==> src/rtl/core/agit_pkg.sv <==
// shared types, codes and the arctangent table of the angle gain interpolation table
package agit_pkg;

  // operation codes
  localparam logic [1:0] OP_CLEAR  = 2'd0;
  localparam logic [1:0] OP_INSERT = 2'd1;
  localparam logic [1:0] OP_QUERY  = 2'd2;

  // result status codes
  localparam logic [1:0] ST_OK     = 2'd0;
  localparam logic [1:0] ST_FULL   = 2'd1;
  localparam logic [1:0] ST_NO_END = 2'd2;
  localparam logic [1:0] ST_DUP    = 2'd3;

  localparam int ATAN_LEN   = 24;
  localparam int SQRT_STEPS = 32;
  localparam int DIV_W      = 49;
  localparam int CNT_W      = 6;

  typedef struct packed {
    logic [1:0]         op;
    logic [15:0]        entry_angle;
    logic [31:0]        entry_gain;
    logic signed [15:0] quat_y;
    logic signed [15:0] quat_z;
  } in_item_t;

  typedef struct packed {
    logic [1:0]  status;
    logic [31:0] gain;
    logic [15:0] angle;
  } out_item_t;

  // commands from the controller to the datapath
  typedef struct packed {
    logic take_in;
    logic clr_count;
    logic ins_eval;
    logic ins_chk;
    logic sh_rd;
    logic sh_wr;
    logic put;
    logic sq_y;
    logic sq_z;
    logic cos;
    logic rad;
    logic sqrt_step;
    logic cinit;
    logic cord_step;
    logic code;
    logic q_eval;
    logic q_sel;
    logic mul;
    logic dinit;
    logic div_step;
    logic fin;
    logic load_out;
  } dp_cmd_t;

  // status from the datapath to the controller
  typedef struct packed {
    logic [1:0] op;
    logic       count_zero;
    logic       last_k;
    logic       ev_dup;
    logic       full;
    logic       k_gt_pos;
    logic       sqrt_last;
    logic       cord_last;
    logic       div_last;
    logic       ends_ok;
    logic       same_idx;
    logic       out_busy;
  } dp_stat_t;

  // arctangent of 2^-i, 180 degrees = 2^31
  function automatic logic [29:0] atan_unit(input logic [4:0] idx);
    logic [29:0] r;
    case (idx)
      5'd0:  r = 30'h20000000;
      5'd1:  r = 30'h12E4051E;
      5'd2:  r = 30'h09FB385B;
      5'd3:  r = 30'h051111D4;
      5'd4:  r = 30'h028B0D43;
      5'd5:  r = 30'h0145D7E1;
      5'd6:  r = 30'h00A2F61E;
      5'd7:  r = 30'h00517C55;
      5'd8:  r = 30'h0028BE53;
      5'd9:  r = 30'h00145F2F;
      5'd10: r = 30'h000A2F98;
      5'd11: r = 30'h000517CC;
      5'd12: r = 30'h00028BE6;
      5'd13: r = 30'h000145F3;
      5'd14: r = 30'h0000A2FA;
      5'd15: r = 30'h0000517D;
      5'd16: r = 30'h000028BE;
      5'd17: r = 30'h0000145F;
      5'd18: r = 30'h00000A30;
      5'd19: r = 30'h00000518;
      5'd20: r = 30'h0000028C;
      5'd21: r = 30'h00000146;
      5'd22: r = 30'h000000A3;
      5'd23: r = 30'h00000051;
      default: r = '0;
    endcase
    return r;
  endfunction

endpackage

==> src/rtl/core/agit_ctrl.sv <==
// sequencing state machine of the angle gain interpolation table
module agit_ctrl
  import agit_pkg::*;
(
  input  logic     clk,
  input  logic     rst_n,
  input  logic     in_valid,
  output logic     in_stall,
  input  dp_stat_t stat,
  output dp_cmd_t  cmd
);

  typedef enum logic [23:0] {
    S_IDLE  = 24'h000001,
    S_CLR   = 24'h000002,
    S_INSRD = 24'h000004,
    S_INSEV = 24'h000008,
    S_INSCK = 24'h000010,
    S_SHRD  = 24'h000020,
    S_SHWR  = 24'h000040,
    S_PUT   = 24'h000080,
    S_SQY   = 24'h000100,
    S_SQZ   = 24'h000200,
    S_COS   = 24'h000400,
    S_RAD   = 24'h000800,
    S_SQRT  = 24'h001000,
    S_CINIT = 24'h002000,
    S_CORD  = 24'h004000,
    S_CODE  = 24'h008000,
    S_QRD   = 24'h010000,
    S_QEV   = 24'h020000,
    S_QSEL  = 24'h040000,
    S_MUL   = 24'h080000,
    S_DINIT = 24'h100000,
    S_DIV   = 24'h200000,
    S_FIN   = 24'h400000,
    S_RESP  = 24'h800000
  } state_t;

  state_t state_r, state_nxt;

  assign in_stall = (state_r != S_IDLE);

  always_comb begin
    state_nxt = state_r;
    cmd       = '0;
    case (state_r)
      S_IDLE: begin
        if (in_valid) begin
          cmd.take_in = 1'b1;
          case (stat.op)
            OP_CLEAR:  state_nxt = S_CLR;
            OP_INSERT: state_nxt = stat.count_zero ? S_INSCK : S_INSRD;
            OP_QUERY:  state_nxt = S_SQY;
            default:   state_nxt = S_RESP;
          endcase
        end
      end
      S_CLR: begin
        cmd.clr_count = 1'b1;
        state_nxt     = S_RESP;
      end
      S_INSRD: state_nxt = S_INSEV;
      S_INSEV: begin
        cmd.ins_eval = 1'b1;
        if (stat.ev_dup)      state_nxt = S_RESP;
        else if (stat.last_k) state_nxt = S_INSCK;
        else                  state_nxt = S_INSRD;
      end
      S_INSCK: begin
        cmd.ins_chk = 1'b1;
        state_nxt   = stat.full ? S_RESP : S_SHRD;
      end
      S_SHRD: begin
        cmd.sh_rd = 1'b1;
        state_nxt = stat.k_gt_pos ? S_SHWR : S_PUT;
      end
      S_SHWR: begin
        cmd.sh_wr = 1'b1;
        state_nxt = S_SHRD;
      end
      S_PUT: begin
        cmd.put   = 1'b1;
        state_nxt = S_RESP;
      end
      S_SQY: begin
        cmd.sq_y  = 1'b1;
        state_nxt = S_SQZ;
      end
      S_SQZ: begin
        cmd.sq_z  = 1'b1;
        state_nxt = S_COS;
      end
      S_COS: begin
        cmd.cos   = 1'b1;
        state_nxt = S_RAD;
      end
      S_RAD: begin
        cmd.rad   = 1'b1;
        state_nxt = S_SQRT;
      end
      S_SQRT: begin
        cmd.sqrt_step = 1'b1;
        if (stat.sqrt_last) state_nxt = S_CINIT;
      end
      S_CINIT: begin
        cmd.cinit = 1'b1;
        state_nxt = S_CORD;
      end
      S_CORD: begin
        cmd.cord_step = 1'b1;
        if (stat.cord_last) state_nxt = S_CODE;
      end
      S_CODE: begin
        cmd.code  = 1'b1;
        state_nxt = stat.count_zero ? S_RESP : S_QRD;
      end
      S_QRD: state_nxt = S_QEV;
      S_QEV: begin
        cmd.q_eval = 1'b1;
        state_nxt  = stat.last_k ? S_QSEL : S_QRD;
      end
      S_QSEL: begin
        cmd.q_sel = 1'b1;
        if (!stat.ends_ok || stat.same_idx) state_nxt = S_RESP;
        else                                state_nxt = S_MUL;
      end
      S_MUL: begin
        cmd.mul   = 1'b1;
        state_nxt = S_DINIT;
      end
      S_DINIT: begin
        cmd.dinit = 1'b1;
        state_nxt = S_DIV;
      end
      S_DIV: begin
        cmd.div_step = 1'b1;
        if (stat.div_last) state_nxt = S_FIN;
      end
      S_FIN: begin
        cmd.fin   = 1'b1;
        state_nxt = S_RESP;
      end
      S_RESP: begin
        if (!stat.out_busy) begin
          cmd.load_out = 1'b1;
          state_nxt    = S_IDLE;
        end
      end
      default: state_nxt = S_IDLE;
    endcase
  end

  always_ff @(posedge clk) begin
    if (!rst_n) state_r <= S_IDLE;
    else        state_r <= state_nxt;
  end

endmodule

==> config.mk <==
export PLATFORM = sky130hd
export DESIGN_NAME = agit_ctrl
export DESIGN_NICKNAME = d
export VERILOG_FILES = /design/src/rtl/core/agit_pkg.sv /design/src/rtl/core/agit_ctrl.sv
export SDC_FILE = /design/constraint.sdc
export NUM_CORES = 1
export LEC_CHECK = 0
export CORE_ASPECT_RATIO = 0.6
export CORE_MARGIN = 4
export CORE_UTILIZATION = 40
export DETAILED_ROUTE_END_ITERATION = 6
export DONT_BUFFER_PORTS = 1
export RECOVER_POWER = 50
export SYNTH_ARGS = -nofsm -noshare
export SYNTH_HDL_FRONTEND = slang
export SYNTH_SLANG_ARGS = --single-unit
==> constraint.sdc <==
create_clock -name clk -period 2.52 [get_ports clk]
set_input_delay 0.504 -clock clk [delete_from_list [all_inputs] [get_ports clk]]
set_output_delay 0.504 -clock clk [all_outputs]
set_load 0.005 [all_outputs]
# Yosys cells after proc, flatten, opt, wreduce, memory -nomap -nowiden
# Index checks and enable logic that the tools add are counted.
# totals
ff_bits,24
# op_classes
reduce_logical,5
muxes,39
n_eq_ne,32
# op_table
operator,n
24-bit one-hot mux with 22 select lines,1
24-bit two-way mux,9
24-bit one-hot mux with 3 select lines,1
"24-bit by 1-bit equality test with 1-bit output, second input constant",1
"24-bit by 10-bit equality test with 1-bit output, second input constant",1
"24-bit by 11-bit equality test with 1-bit output, second input constant",1
"24-bit by 12-bit equality test with 1-bit output, second input constant",1
"24-bit by 13-bit equality test with 1-bit output, second input constant",1
"24-bit by 14-bit equality test with 1-bit output, second input constant",1
"24-bit by 15-bit equality test with 1-bit output, second input constant",1
"24-bit by 16-bit equality test with 1-bit output, second input constant",1
"24-bit by 17-bit equality test with 1-bit output, second input constant",1
"24-bit by 18-bit equality test with 1-bit output, second input constant",1
"24-bit by 19-bit equality test with 1-bit output, second input constant",1
"24-bit by 2-bit equality test with 1-bit output, second input constant",1
"24-bit by 20-bit equality test with 1-bit output, second input constant",1
"24-bit by 21-bit equality test with 1-bit output, second input constant",1
"24-bit by 22-bit equality test with 1-bit output, second input constant",1
"24-bit by 23-bit equality test with 1-bit output, second input constant",1
"24-bit equality test, second input constant",1
"24-bit by 3-bit equality test with 1-bit output, second input constant",1
"24-bit by 4-bit equality test with 1-bit output, second input constant",1
"24-bit by 5-bit equality test with 1-bit output, second input constant",1
"24-bit by 6-bit equality test with 1-bit output, second input constant",1
16 further kinds,44

# Longest topological paths before layout
# depth
depth_word,4
mapped_depth,8
ltp_nobuf,6

# Least setup slack after synthesis
# OpenSTA, ideal clock, no wires.
# synth_path
path_kind,reg2out
startpoint,reg state_r[18]
endpoint,out cmd[19] (netlist bit)
t_required_ns,2.016
path_slack_ns,0.354
n_path_buf,2
stages_incl_launch_ff,7
arrival_ns,1.662
path_cell_list,dfxtp_1 > buf_2 > nor4_2 > nand4_2 > buf_6 > or4_4 > nor2_1
# synth_lines
item,line_no,rtl
start: declaration,agit_ctrl.sv:40,"state_t state_r, state_nxt;"
start signal: assignment,agit_ctrl.sv:156,else state_r <= state_nxt;
end: declaration,agit_ctrl.sv:10,output dp_cmd_t cmd

==> impl_metrics.toml <==
[critical_path]
cp.arrival_ps = 1960
slowest_stage = "or3_4"
crit_path_end = "cmd[12]"
crit_path_max_incr_delay_ps = 410
worstSetupPathType = "flop to output pin"
crit_chain = "nor4_4 -> nand3_1 -> or3_4 -> nor4b_4 -> buf_4"
r2r_end = "state_r[3]"
worstRegToRegCells = 8
cp-start-kind = "flop"
end_kind = "output pin"
reg2reg_slack_ps = 140
worstPathRequired_ps = 2020
critPathLaunch = "state_r[1]"
r2r-start = "state_r[9]"
critPathMaxFanout = 7

[route]
first_pass_iters = 4
wl_met3_um = 459
highest_layer = "met4"
drc = 0
drtIter0Drc = 140
route.met2.wl_um = 2260
wl_um = 5020
post_drt_wl_per_cell_um = 18.9
ant_nets = 0
drt-met1-wl_um = 2260
viasPerCell = 5.95
num_vias = 1578

[global_route]
grt_max_degree = 14
grt.total_usage = 0.192
overflow = 0
grt_pass1_wl_um = 7960
antenna_found_initial = 0
grt_pass1_vias = 1528

[sta]
final.min_clock_period_ps = 2460
finalSetupViolations = 0
setup_tns_ps = 0
slew-limit-headroom = 0.679
fin_crit_sh = 0.977
slew_viol_final = 0
whs_ps = 283
worst_slew_pin_slew_ps = 470
clock_skew_ps = 3.30
hold_viol = 0
rsz0062_at_grt = "true"
fmax_mhz = 406
fin_ws_ps = 57.6

[clock_tree]
clk_latency_ps = 270
htreeDepth = 1
clkSlewWorstSetupHoldPaths_ps = 90
numCtsBuffers = 3
clock_sinks = 24
cts-root-buf = "clkbuf_8"
cts_tree = "built"
cts_max_path_buffers = 2

[finish]
final_nets = 235
largest_reg_flops = 24
reg_top3 = "state_r (24)"
synthToLayoutAreaGrowth_pct = 24.5
drive_gt1_frac = 0.326
instances_no_fill = 265
top_register = "state_r"
diodes = 0

[floorplan]
die_h_um = 57.2
rows = 17
die_w_um = 89.9
pin_count = 39
coreArea_mm2 = 0.00376
die-area_mm2 = 0.00514
start_util = 0.428

[synth]
synth_top_area_cell = "dfxtp_1"
ys_ff_latch = 24
synth_area_per_cell_um2 = 8.35
netlist_area_mm2 = 0.00161
syn_inst = 193
ys_warn_count = 0
syn_nets = 209
synth.top_cell.area_share = 0.298
synth_area_leaders = "dfxtp_1 30%, nor2_1 6.1%, nand2_1 4.2%"
synth_flop_cell = "dfxtp_1"
synth_edf_count = 0
ys_async_sr_fraction = 0
ys_types = 46
ys_seq_area_frac = 0.298

[placed_design]
hpwl_um = 3770
dp_cells = 250
pre_cts_slack_ps = 87.2
port_buffers = 0
gp_congestion = 0.866

[flow_run]
maxCapViolCount = 0

[power]
p_leak_nw = 0.802
vdd_drop_max_v = 0.000209
p_per_area_mw_per_mm2 = 463
power_mw = 0.928

[run_status]
status = "complete, no violations"

[hold_path]
hp-class = "input port to flop"
==> final cells by class <==
class	count	area [µm²]
fill	344	1760
multi-input combinational	153	1160
sequential	24	490
timing repair buffer	26	195
tap	47	58.8
clock buffer	4	55.1
inverter	11	41.3
==> worst min path at each step <==
stage,from,endpoint,slack (ps),cells after the start
after CTS,stat[6],state_r[7],280,1
after detailed placement,stat[6],state_r[7],580,1
after global routing,stat[6],state_r[7],280,1
after floorplan,state_r[16],state_r[17],520,2
after global placement,stat[6],state_r[7],580,1
final,stat[6],state_r[7],280,1
==> synth_stat cells, drive strengths merged (2+ instances only) <==
master / n
nor2: 28
dfxtp: 24
nand2: 18
nor3: 16
nor4: 14
inv: 11
and3: 10
nor4b: 8
nand4b: 6
or3: 6
a21oi: 5
buf: 4
nand3: 4
o21ai: 4
xor2: 4
nand2b: 3
nand4: 3
or4: 3
and2: 2
o21a: 2
or2: 2
xnor2: 2
==> stage by stage <==
stage | cell area [µm²] | util
floorplan | 1610 | -
global placement | 1750 | 0.464
detailed placement | 1750 | 0.464
CTS | 1910 | 0.507
global route | 2010 | 0.533
finish | 2010 | 0.533
==> where the power goes <==
group / switching, mW / leakage, nW / internal [mW] / total (mW)
clock: 0.133 / 0.0288 / 0.140 / 0.273
sequential: 0.0130 / 0.196 / 0.385 / 0.398
combinational: 0.141 / 0.577 / 0.116 / 0.257
total: 0.287 / 0.802 / 0.641 / 0.928
==> kinds of logic after synthesis <==
logic type,share of synthesized area
AND/OR/NAND/NOR,0.526
flip-flops,0.298
AO/OA/AOI/OAI,0.0947
buffers and inverters,0.0481
XOR/XNOR,0.0326
==> layer usage <==
metal  vias to the layer above  track usage
met5                         -            0
met4                         0       0.0392
met3                         4       0.0593
met2                        70        0.295
met1                       742        0.268
li1                        762            -
==> critical path, delay by kind of cell (launching register included) <==
family	cells	cell delay, ps
simple gates	4	1150
buf+inv	1	150
flops	1	390
==> repair_timing <==
item | 4_1_cts | 5_1_grt
setup endpoints to repair | 7 | 9
hold buffers | 0 | 0
buffers inserted | 6 | 5
pin swaps | 5 | 5
endpoints found under the hold margin | 0 | 0
gates resized for setup | 13 | 11
==> cell usage in the layout (no fill, tap or decap), types with 2 or more instances in the layout <==
cell,synthesis,final
or3_1,3,2
or3_4,3,4
and3_1,10,10
nor4b_4,0,4
nor2_2,2,4
o21a_1,2,2
a21oi_1,3,3
nand4_1,2,2
xnor2_1,2,2
nand3_1,4,4
and2_1,2,2
a21oi_2,2,2
nand4b_1,6,6
nor4b_1,5,3
or4_4,2,2
nor3_1,11,11
nor4_4,3,7
dfxtp_2,0,5
buf_4,0,26
nand2_1,18,18
o21ai_0,4,4
dfxtp_1,24,18
nor3_2,5,5
xor2_1,4,4
nor2_1,26,23
nand2b_1,3,3
clkbuf_8,0,4
inv_1,11,11
nor4_1,6,6
(Power assumes the default switching activity.)
